--- src/rtl/core/tsfr_pkg.sv ---
package tsfr_pkg;

	// fixed field widths
	localparam int DATA_W = 32;
	localparam int DIR_W  = 4;
	localparam int REG_W  = 4;

	// working widths of the datapath
	localparam int PROD_W = 2 * DATA_W;
	localparam int SUM_W  = 2 * DATA_W;
	localparam int FULL_W = 3 * DATA_W;

	// parameter defaults
	localparam int NUM_DIRECTIONS_DEF     = 16;
	localparam int FORWARD_DIRECTIONS_DEF = 8;
	localparam int NUM_REGIONS_DEF        = 16;
	localparam int FRAC_BITS_DEF          = 16;

	// saturation limits, by magnitude
	localparam logic [DATA_W-1:0] POS_LIMIT = 32'h7fff_ffff;
	localparam logic [DATA_W-1:0] NEG_LIMIT = 32'h8000_0000;

	typedef enum logic {
		CMD_LOAD  = 1'b0,
		CMD_SWEEP = 1'b1
	} cmd_t;

	// one coefficient table entry
	typedef struct packed {
		logic [DATA_W-1:0] coupling;
		logic [DATA_W-1:0] scale;
	} coef_t;

	// magnitude of a two's complement word, unsigned
	function automatic logic [DATA_W-1:0] mag32(input logic [DATA_W-1:0] v);
		return v[DATA_W-1] ? (~v + DATA_W'(1)) : v;
	endfunction

endpackage

--- src/rtl/core/tsfr_mul.sv ---
module tsfr_mul (
	input  logic                        clk,
	input  logic [tsfr_pkg::DATA_W-1:0] a,
	input  logic [tsfr_pkg::DATA_W-1:0] b,
	output logic [tsfr_pkg::PROD_W-1:0] p
);

	logic [tsfr_pkg::PROD_W-1:0] p_q;

	// unsigned 32x32 product, registered
	always_ff @(posedge clk) begin
		p_q <= tsfr_pkg::PROD_W'(a) * tsfr_pkg::PROD_W'(b);
	end

	assign p = p_q;

endmodule

--- config.mk ---
export PLATFORM = sky130hd
export DESIGN_NAME = tsfr_mul
export DESIGN_NICKNAME = d
export VERILOG_FILES = /design/src/rtl/core/tsfr_pkg.sv /design/src/rtl/core/tsfr_mul.sv
export SDC_FILE = /design/constraint.sdc
export NUM_CORES = 2
export LEC_CHECK = 0
export ABC_AREA = 1
export BUFFER_PORTS_ARGS = -buffer_cell sky130_fd_sc_hd__buf_2
export CAP_MARGIN = 20
export CORE_UTILIZATION = 30
export DETAILED_ROUTE_END_ITERATION = 16
export GPL_ROUTABILITY_DRIVEN = 1
export PLACE_DENSITY = 0.44
export SYNTH_ARGS = -nofsm -noshare
export SYNTH_HDL_FRONTEND = slang
export SYNTH_SLANG_ARGS = --single-unit
--- constraint.sdc ---
create_clock -name clk -period 7.02 [get_ports clk]
set_input_delay 0.702 -clock clk [delete_from_list [all_inputs] [get_ports clk]]
set_output_delay 0.702 -clock clk [all_outputs]
set_load 0.02 [all_outputs]
[Yosys cells after proc, flatten, opt, wreduce, memory -nomap -nowiden]
Index checks and enable logic that the tools add are counted.
Widths: inputs -> output; s select.
Storage, ports and cells
  RAM bits: 0
  memories kept: 0
  input port bits: 65
  memory bits (read-only): 0
  word-level logic and storage cells: 2
  output and inout bits: 64
  latch bits: 0
  register bits: 64
Cells by class
  multiply operators: 1
  shift operators: 0
  reductions and logical operators: 0
  order comparisons: 0
  add/subtract/negate cells: 0
  equal/unequal tests: 0
  muxes and demuxes: 0
  bitwise operators: 0
  divide/modulo/power cells: 0
Operators with widths (number)
  $mul 32x32->64: 1

[Longest topological paths before layout]
  word-level depth: 1
  depth in mapped cells: 30
  mapped depth without buffers: 29

[Worst setup path after synthesis]
OpenSTA, ideal clock, no wires.
  path type: input -> register
  from: in a[25] (netlist bit)
  to: reg p_q, in the netlist p[60]
  cell stages on the path: 26
  path buffers: 1
  arrival: 6.404 ns
  data required time: 6.908 ns
  slack: 0.504 ns
  library setup time: 0.112 ns
  path through: clkbuf_1 nand2_1 fa_1 inv_1 fa_1 inv_1 fa_1 inv_1 fa_1 fa_1 fa_1 fa_1 inv_1 fa_1 inv_1 ha_1 nand2_1 nand2_1 a21oi_1 nand2_1 nand2_1 nand2_1 a21oi_1 nand2_1 nand2_1 nand2_1
On the way
  cells in the longest elaborated chain, start to end: 1
Ends and longest elaborated chain
  start, declared: line tsfr_mul.sv:3  | input logic [tsfr_pkg::DATA_W-1:0] a,
  $mul 32x32->64: line tsfr_mul.sv:12  | p_q <= tsfr_pkg::PROD_W'(a) * tsfr_pkg::PROD_W'(b);
  end signal, assigned: line tsfr_mul.sv:12
  end, declared: line tsfr_mul.sv:8  | logic [tsfr_pkg::PROD_W-1:0] p_q;
Every way passes these cells.

[Worst setup path in the final report]
  from: in a[20] (netlist bit)
  to: reg p_q, in the netlist p[57]
The elaborated chain is that of the path after synthesis.

==> results.toml <==
[status]
run_status = "finished, final reports clean"

[synth]
synth.ff_latch_count = 64
synth_top_area_share = 0.480
async_flop_share = 0
netlist.top_cell.by_area = "sky130_fd_sc_hd__fa_1"
synth_warnings = 0
yosys.cell_count.top_type = "sky130_fd_sc_hd__inv_1"
synth.cells.most_frequent = "1723 x sky130_fd_sc_hd__inv_1, 1566 x sky130_fd_sc_hd__nand2_1, 896 x sky130_fd_sc_hd__fa_1, 263 x sky130_fd_sc_hd__ha_1, 192 x sky130_fd_sc_hd__clkbuf_1"
synthCells = 5023
post_synth_num_cell_types = 23
synth.cell_area_mm2 = 0.0374
synth-main-ff-cell = "sky130_fd_sc_hd__dfxtp_1"
synth_edf_count = 0
number_of_nets_in_the_synthesized_netlist = 6247
yosysSeqAreaShare = 0.0343
postSynthAreaPerCell_um2 = 7.45
most_area_consuming_cells_after_synthesis = "sky130_fd_sc_hd__fa_1 48%, sky130_fd_sc_hd__inv_1 17%, sky130_fd_sc_hd__nand2_1 16%, sky130_fd_sc_hd__ha_1 8.8%, sky130_fd_sc_hd__dfxtp_1 3.4%"

[worst_setup_path]
critical_path_arrival_ps = 7030
cp.required_ps = 7260
timing.critical_path.to_type = "register"
worstSetupStartpointType = "primary input"
path_max_fanout = 9
setup.worst_path.class = "primary input to register"

[placed_design]
post-dp-hpwl_um = 103000
routabilityCongestion = 0.899
buffer_ports.inserted = 128
place_worst_setup_slack_ps = -288

[global_route]
antenna_violations_before_repair = 7
grt_pass1_vias = 31500
grt_max_degree = 32
grt-ovfl-total = 0
grt_total_usage = 0.186
grt_first_pass_wirelength_um = 182000

[drt]
postRouteWirelength_um = 112000
drtIter0Drc = 1534
drt_pass1_iterations = 5
wl_per_cell_um = 16.2
detail_route.drc_violations = 0
dr_vias = 29200
antenna_violating_nets_post_route = 0
vias_per_cell = 4.21

[die]
chipWidth_um = 355
core.rowCount = 129
core_area_mm2 = 0.124
die-area_mm2 = 0.126
die_h_um = 355
floorplan.initialDensity = 0.303
pin_count = 129

[timing]
grt_setup_unrepaired = "true"
tightestPinTransition_ps = 479
timing.final.ws_setup_ps = 232
worst_hold_slack_ps = 788
timing.final.max_slew_violations = 0
fmax_mhz = 147
max-slew-margin-rel = 0.680
setup-violations-final = 0
finalHoldViolations = 0
period_share = 0.967
final.min_clock_period_ps = 6790

[clocking]
cts.sinks = 64
tritoncts = "done"
cts-buffers-inserted = 9
cts_root_buf = "sky130_fd_sc_hd__clkbuf_16"
clock_tree.htree_level_count = 3
worst_setup_hold_path_clk_slew_ps = 70
cts.hold.buffers_added = 0
clockBufferDepth = 2

[layout]
fin_nets = 6514
multi_input_area_mm2 = 0.0290
sequential_cell_area_mm2 = 0.00128
largest_register_ff_count = 64
area_growth_pct = 14.4
insertedDiodeCount = 0
share_of_final_layout_standard_cells_stronger_than_drive_strength_1 = 0.105
final.fill_count = 13500

[min_path]
min_path_type = "primary input to register"

[run]
drv.max_cap_violation_count = 0
==> worst max-delay path: stages <==
cell and delay (ps):
sky130_fd_sc_hd__buf_2 190, sky130_fd_sc_hd__buf_4 190, sky130_fd_sc_hd__nand2_1 60, sky130_fd_sc_hd__inv_1 50
sky130_fd_sc_hd__fa_1 530, sky130_fd_sc_hd__inv_1 50, sky130_fd_sc_hd__fa_1 500, sky130_fd_sc_hd__fa_1 490
sky130_fd_sc_hd__fa_1 560, sky130_fd_sc_hd__inv_1 50, sky130_fd_sc_hd__fa_1 480, sky130_fd_sc_hd__fa_1 640
sky130_fd_sc_hd__fa_1 490, sky130_fd_sc_hd__fa_1 500, sky130_fd_sc_hd__ha_1 390, sky130_fd_sc_hd__nand2_1 110
sky130_fd_sc_hd__nor2_1 210, sky130_fd_sc_hd__nand2_1 160, sky130_fd_sc_hd__nor2_1 130, sky130_fd_sc_hd__nand2_1 110
sky130_fd_sc_hd__nand3_2 150, sky130_fd_sc_hd__nand2_1 130, sky130_fd_sc_hd__nand4_1 100, sky130_fd_sc_hd__nand2_1 70
==> per-stage QoR <==
stage          cells  setup TNS [ps]  cell area, µm²   util
2_1_floorplan   5023               0           37400      -
3_3_place_gp    6915           -6220           42300  0.342
3_5_place_dp    6915           -6310           42300  0.342
4_1_cts         6931               0           42600  0.345
5_1_grt         6932           -18.0           42800  0.346
6_report        6932               0           42800  0.346
==> timing repair <==
action,CTS,global route
gates resized for setup,0,59
setup buffers,0,1
setup endpoints to repair,0,35
==> routing by layer <==
metal	GRT usage	wire [µm]	part of all wire
met5	0	47	0.00042
met4	0.0259	1550	0.014
met3	0.0159	3440	0.031
met2	0.317	54300	0.48
met1	0.262	53100	0.47
==> final cells by class <==
type	count	share of cell area
Timing Repair Buffer	448	0.0849
Tap cell	1637	0.0479
Inverter	1735	0.152
Sequential cell	64	0.0299
Clock inverter	7	0.00240
Multi-Input combinational cell	3032	0.677
Clock buffer	9	0.00526
==> placed cells by master (no fill, tap or decap), types with 33 or more instances in the layout <==
cell type,n
sky130_fd_sc_hd__nand2_1,1562
sky130_fd_sc_hd__buf_2,107
sky130_fd_sc_hd__buf_4,280
sky130_fd_sc_hd__fa_1,892
sky130_fd_sc_hd__buf_12,42
sky130_fd_sc_hd__nand3_1,55
sky130_fd_sc_hd__a21oi_1,37
sky130_fd_sc_hd__xor2_1,33
sky130_fd_sc_hd__inv_1,1723
sky130_fd_sc_hd__ha_1,258
sky130_fd_sc_hd__nor2_1,74
sky130_fd_sc_hd__dfxtp_1,64
==> kinds of logic after synthesis <==
group           share of synthesized area
flops                              0.0343
simple gates                        0.188
xor+xnor                          0.00820
buf+inv                             0.193
compound gates                    0.00853
fa+ha+maj                           0.568
==> final timing paths <==
| kind | from | to | slack, ps | depth (start not counted) |
|---|---|---|---|---|
| hold / removal | b[0] | p[0] | 790 | 3 |
| setup / recovery | a[20] | p[57] | 230 | 24 |
Power is not shown: default switching activity piles up to over one toggle a cycle in this logic, so the estimate is an artifact.
