===== src/rtl/core/tsfr_pkg.sv =====
package tsfr_pkg;

	// fixed field widths
	localparam int DATA_W = 32;
	localparam int DIR_W  = 4;
	localparam int REG_W  = 4;

	// working widths of the datapath
	localparam int PROD_W = 2 * DATA_W;
	localparam int SUM_W  = 2 * DATA_W;
	localparam int FULL_W = 3 * DATA_W;

	// parameter defaults
	localparam int NUM_DIRECTIONS_DEF     = 16;
	localparam int FORWARD_DIRECTIONS_DEF = 8;
	localparam int NUM_REGIONS_DEF        = 16;
	localparam int FRAC_BITS_DEF          = 16;

	// saturation limits, by magnitude
	localparam logic [DATA_W-1:0] POS_LIMIT = 32'h7fff_ffff;
	localparam logic [DATA_W-1:0] NEG_LIMIT = 32'h8000_0000;

	typedef enum logic {
		CMD_LOAD  = 1'b0,
		CMD_SWEEP = 1'b1
	} cmd_t;

	// one coefficient table entry
	typedef struct packed {
		logic [DATA_W-1:0] coupling;
		logic [DATA_W-1:0] scale;
	} coef_t;

	// magnitude of a two's complement word, unsigned
	function automatic logic [DATA_W-1:0] mag32(input logic [DATA_W-1:0] v);
		return v[DATA_W-1] ? (~v + DATA_W'(1)) : v;
	endfunction

endpackage


===== src/rtl/core/tsfr_flux_mem.sv =====
module tsfr_flux_mem #(
	parameter int DEPTH = tsfr_pkg::NUM_DIRECTIONS_DEF,
	parameter int AW    = $clog2(DEPTH)
) (
	input  logic                        clk,
	input  logic                        arst_n,
	input  logic                        we,
	input  logic [AW-1:0]               waddr,
	input  logic [tsfr_pkg::DATA_W-1:0] wdata,
	input  logic                        re,
	input  logic [AW-1:0]               raddr,
	output logic [tsfr_pkg::DATA_W-1:0] prior
);

	logic [tsfr_pkg::DATA_W-1:0] mem [DEPTH];
	logic [tsfr_pkg::DATA_W-1:0] rdata_q;
	logic [DEPTH-1:0]            valid_q;
	logic                        rvalid_q;

	// flux storage
	always_ff @(posedge clk) begin
		if (we) begin
			mem[waddr] <= wdata;
		end
		if (re) begin
			rdata_q <= mem[raddr];
		end
	end

	// per-direction written flags, a never-swept direction reads as zero
	always_ff @(posedge clk or negedge arst_n) begin
		if (!arst_n) begin
			valid_q  <= '0;
			rvalid_q <= 1'b0;
		end else begin
			if (we) begin
				valid_q[waddr] <= 1'b1;
			end
			if (re) begin
				rvalid_q <= valid_q[raddr];
			end
		end
	end

	assign prior = rvalid_q ? rdata_q : '0;

endmodule


===== config.mk =====
export PLATFORM = sky130hd
export DESIGN_NAME = tsfr_flux_mem
export DESIGN_NICKNAME = d
export VERILOG_FILES = /design/src/rtl/core/tsfr_pkg.sv /design/src/rtl/core/tsfr_flux_mem.sv
export SDC_FILE = /design/constraint.sdc
export NUM_CORES = 1
export LEC_CHECK = 0
export CAP_MARGIN = 5
export CORE_MARGIN = 10
export CORE_UTILIZATION = 45
export DETAILED_ROUTE_END_ITERATION = 10
export DONT_BUFFER_PORTS = 1
export SLEW_MARGIN = 25
export SYNTH_ARGS = -nofsm -noshare
export SYNTH_HDL_FRONTEND = slang
export SYNTH_SLANG_ARGS = --single-unit

===== constraint.sdc =====
create_clock -name clk -period 2.13 [get_ports clk]
set_clock_uncertainty 0.1 [all_clocks]
set_input_delay 0.213 -clock clk [delete_from_list [all_inputs] [get_ports clk]]
set_output_delay 0.213 -clock clk [all_outputs]
set_load 0.02 [all_outputs]

-- Word level (Yosys, flattened, before mapping)
Memories as Yosys holds them, arrays and structs flattened. A register that Yosys moved wholly into a read port is not among the register bits.
Cells that the tools add are included.
Widths: inputs -> output; s select.
- bits in registers: 17
- memories kept: 1
- logic and storage cells: 15
- output and inout port bits: 32
- memory bits (writable): 512
- input bits: 44
- reductions and logical operators: 1
- order comparisons: 3
- muxes and demuxes: 7
- bitwise operators: 1
- memory list (name ; depth ; bits a word ; rd ports ; clocked after Yosys merged registers in ; wr ports ; RTL line ; text):
    mem ; 16 ; 32 ; 1 ; 1 ; 1 ; tsfr_flux_mem.sv:15 ; logic [tsfr_pkg::DATA_W-1:0] mem [DEPTH];
- operators with widths (operator ; count):
    $mux 32 ; 1
    $or 16x16->16 ; 1
    $lt 4x5->1 const B ; 2
    $bmux 1 s4 ; 1
    $demux 1 s4 ; 1
    $ge 4x1->1 const B ; 1
    $mux 1 ; 4
    $logic_and 1x1->1 ; 1

-- Depth between registers and ports, before layout
- word-level depth: 5
- mapped depth: 6
- gate-level depth less buffers: 4

-- Worst setup path after synthesis
Ideal clock, no wire load.
- path kind: input to register
- start point: input waddr[2]
- end point: memory mem[0][0] in the netlist's numbering (enable)
- setup time: 0.463 ns
- arrival time: 2.961 ns
- path slack: -1.394 ns
- path buffers: 0
- required time: 1.567 ns
- stages on the path: 2
- cells stage by stage: or3b_2 nor3_1
- RTL lines (item ; RTL line ; text):
    from (decl) ; tsfr_flux_mem.sv:8 ; input logic [AW-1:0] waddr,
    to (decl) ; tsfr_flux_mem.sv:15 ;
Straight into the memory's write port.

-- Worst setup path in the final report
- start point: register rvalid_q
- end point: output prior[3] in the netlist's numbering
- word-level cells in the longest chain between the ends: 1
- RTL lines (item ; RTL line ; text):
    from (decl) ; tsfr_flux_mem.sv:18 ; logic rvalid_q;
    from (signal assigned) ; tsfr_flux_mem.sv:40 ; rvalid_q <= valid_q[raddr];
    $mux 32 ; tsfr_flux_mem.sv:45 ; assign prior = rvalid_q ? rdata_q : '0;
    to (decl) ; tsfr_flux_mem.sv:12 ; output logic [tsfr_pkg::DATA_W-1:0] prior
No other way between the ends.

==> tab_implementation.tex <==
\begin{tabular}{lr}
\hline
Metric & Value \\
\hline
\multicolumn{2}{l}{\textbf{Outcome}} \\
\quad Result of the run & finished, violations left \\
\quad Failing checks & negative hold slack \\
\multicolumn{2}{l}{\textbf{Floorplanning}} \\
\quad Number of I/O pins & 76 \\
\quad Die area & 56000 um2 \\
\quad Starting utilization of the core area & 0.455 \\
\quad Vert. Die Dim & around 240 um \\
\quad FP Rows & 79 \\
\quad Placeable core area & roughly 46000 um2 \\
\quad Die boundary width & 237 um \\
\multicolumn{2}{l}{\textbf{Clock tree}} \\
\quad Post-CTS Hold Fix Bufs & 40 \\
\quad Clk root buf & clkbuf\_16 \\
\quad TritonCTS Buffers & 55 \\
\quad CTS Sinks & between 500 and 600 \\
\quad Clock Pin Slew Worst Setup and Hold Paths & 0.06 ns \\
\quad Latest clock arrival within the worst-skew pair & slightly below 0.6 ns \\
\quad TritonCTS clock tree & built \\
\quad Count of H-tree levels built during CTS & 2 \\
\quad Max clock buf depth & 3 \\
\multicolumn{2}{l}{\textbf{Power and ir drop}} \\
\quad Maximum vdd ir drop & just under 0.8 mV \\
\quad Leakage & 7.65 nW \\
\quad Power density normalized to cell area & roughly 960 nW/um2 \\
\multicolumn{2}{l}{\textbf{STA}} \\
\quad Setup repair after global routing missed its margin & no \\
\quad Slew Limit Headroom & 0.443 \\
\quad PnR worst setup slack & 0.111 ns \\
\quad Count of pins over their slew limit & 0 \\
\quad Worst-case hold slack & -0.186 ns \\
\quad Final setup fails & 0 \\
\quad Final hold violation count & 33 \\
\quad Least-Margin Pin Slew & between 0.8 and 0.9 ns \\
\quad Final critical-path required period & 2.02 ns \\
\quad Final worst-path cycle share & 0.948 \\
\quad Setup tns final & 0 ns \\
\quad Max Freq & a little under 500 MHz \\
\multicolumn{2}{l}{\textbf{Yosys}} \\
\quad Top-area cell type share of the netlist area & 0.773 \\
\quad Syn avg cell area & about 25 um2 \\
\quad Cell count after synthesis & 841 \\
\quad Count leader, synth & edfxtp\_1 \\
\quad Top cell types by occurrence after synthesis & edfxtp\_1, mux4\_2, and2\_1 \\
\quad Count of different cell masters after synthesis & 18 \\
\quad Post-Syn Nets & approximately 900 \\
\quad Sequential area share after synthesis & 0.793 \\
\quad Register bit count reported by yosys & approximately 560 \\
\quad Largest area contributor in the synthesized netlist & edfxtp\_1 \\
\quad Count of flip-flops with a built-in enable after synthesis & approximately 540 \\
\quad Top cells by area, synth & edfxtp\_1, mux4\_2, dfrtp\_1, and2\_1, buf\_6 \\
\quad Dominant register cell in the synthesized netlist & edfxtp\_1 \\
\quad Area of the mapped netlist & roughly 21000 um2 \\
\quad Yosys Warn Count & 0 \\
\quad Fraction of registers with async set/reset & 0.0303 \\
\multicolumn{2}{l}{\textbf{Final layout}} \\
\quad Fraction of final layout cells sized beyond drive strength 1 & 0.326 \\
\quad Area growth syn-to-layout & 15.8\% \\
\quad Fin util & 0.527 \\
\quad Post-layout net count & between 900 and 1000 \\
\multicolumn{2}{l}{\textbf{Critical path}} \\
\quad Max Fanout on Critical Path & 18 \\
\quad Crit Path Category & reg -> out \\
\quad Crit start category & flop \\
\quad Data required time of the critical path & approximately 1.8 ns \\
\quad Critical Path AT & 1.71 ns \\
\quad Critical path capture point type & primary output \\
\multicolumn{2}{l}{\textbf{Placed design}} \\
\quad Total of buffers placed on input and output ports & 0 \\
\quad Final Wtd Congestion & between 0.7 and 0.8 \\
\quad Setup WS pre-CTS & around 0.34 ns \\
\quad Total half-perimeter wirelength after legalization and detailed placement & $\sim$24000 um \\
\multicolumn{2}{l}{\textbf{Routing}} \\
\quad Met2 routed WL & around 21000 um \\
\quad First drt pass iteration count & 4 \\
\quad DRC & 0 \\
\quad WL final & $\sim$44000 um \\
\quad Routed wl met3 & roughly 2400 um \\
\quad Vias per Instance & about 5.7 \\
\quad Highest routed metal layer & met5 \\
\quad Antenna violation net count after detailed routing & 0 \\
\quad Routed length per instance & about 28 um \\
\quad Detailed-route via count & between 9000 and 10000 \\
\quad DRT iter0 DRCs & $\sim$740 \\
\quad Routed metal-1 wirelength & roughly 20000 um \\
\multicolumn{2}{l}{\textbf{Global routing}} \\
\quad First-pass GRT wire length & 66100 um \\
\quad Maximum number of pins on one net before global-route repair & 133 \\
\quad Number of global-route vias before repair & roughly 10000 \\
\quad Overflow after GRT & 0 \\
\quad Global-route usage over all layers & 0.159 \\
\quad Number of antenna violations at the first check in global routing & 1 \\
\multicolumn{2}{l}{\textbf{Job}} \\
\quad Max\_cap viols & 0 \\
\multicolumn{2}{l}{\textbf{Hold path}} \\
\quad Min-Delay Path Class & in -> reg \\
\hline
\end{tabular}
## metrics by stage
step	std cells	power, mW	instance area [um2]
2_1_floorplan	841	13.7	21200
3_3_place_gp	1444	13.9	22200
3_5_place_dp	1444	13.9	22200
4_1_cts	1586	23.8	24500
5_1_grt	1585	24.3	24500
6_report	1586	23.6	24500
## kinds of logic after synthesis
family | count (synthesis) | share of synthesized area
flops | 561 | 0.793
mux | 168 | 0.177
simple gates | 71 | 0.0194
buf+inv | 41 | 0.0109
## critical path: stages (launching register included)
cell	delay, ns
dfrtp_4	0.58
buf_12	0.20
and2_1	0.33
## final timing paths
path | from | endpoint | slack [ns] | cells past startpoint
setup / recovery | rvalid_q | prior[3] | 0.11 | 2
hold / removal | raddr[2] | rdata_q[2] | -0.19 | 1
setup reg to reg | mem[7][22] | rdata_q[22] | 0.41 | 2
hold reg to reg | valid_q[1] | valid_q[1] | 0.37 | 1
max in group asynchronous | arst_n | rvalid_q | 1.26 | 1
min in group asynchronous | arst_n | valid_q[4] | 0.07 | 1
## power by group
part / switching [mW] / internal [mW]
clock network: 3.95 / 5.74
registers: 0.124 / 12.5
logic: 0.692 / 0.612
## routing by layer
| layer | vias to the layer above | GRT usage |
|---|---|---|
| met3 | 62 | 0.0323 |
| li1 | 3802 | - |
| met1 | 5027 | 0.222 |
| met2 | 219 | 0.249 |
| met5 | - | 0 |
| met4 | 2 | 0.0444 |
## area by class of cell
type / instances / area [um2]
diodes: 1 / 2.50
clock buffers: 68 / 1480
repair buffers: 76 / 866
fillers: 3533 / 22000
well taps: 607 / 759
flip-flops and latches: 561 / 16800
multi-input cells: 239 / 4280
clock inverters: 34 / 338
## repair_timing
action / 4_1_cts / 5_1_grt
cloned: 0 / 0
buffers inserted: 0 / 0
hold endpoints to repair: 722 / 32
setup endpoints to repair: 15 / 1
resized for setup: 1 / 0
## sequential cells by signal, summed over array words and instances, names as in the netlist
register  count
mem         512
rdata_q      32
valid_q      16
rvalid_q      1
## cells in the final DEF (no fill, tap or decap)
master,count
and2_1,32
buf_12,13
buf_16,2
buf_4,24
bufinv_16,7
clkbuf_1,8
clkbuf_16,55
clkbuf_8,5
clkinv_1,13
clkinv_2,11
clkinvlp_4,2
dfrtp_1,16
dfrtp_4,1
diode_2,1
dlygate4sd3_1,37
edfxtp_1,544
inv_6,1
mux2_2,1
mux2i_1,3
mux4_2,164
nand2_1,1
nand2b_1,2
nand3_1,1
nand3b_1,2
nor2_4,12
nor3_4,4
or2_2,16
or3b_2,1
Note: power is estimated with default switching activity, not from simulation.
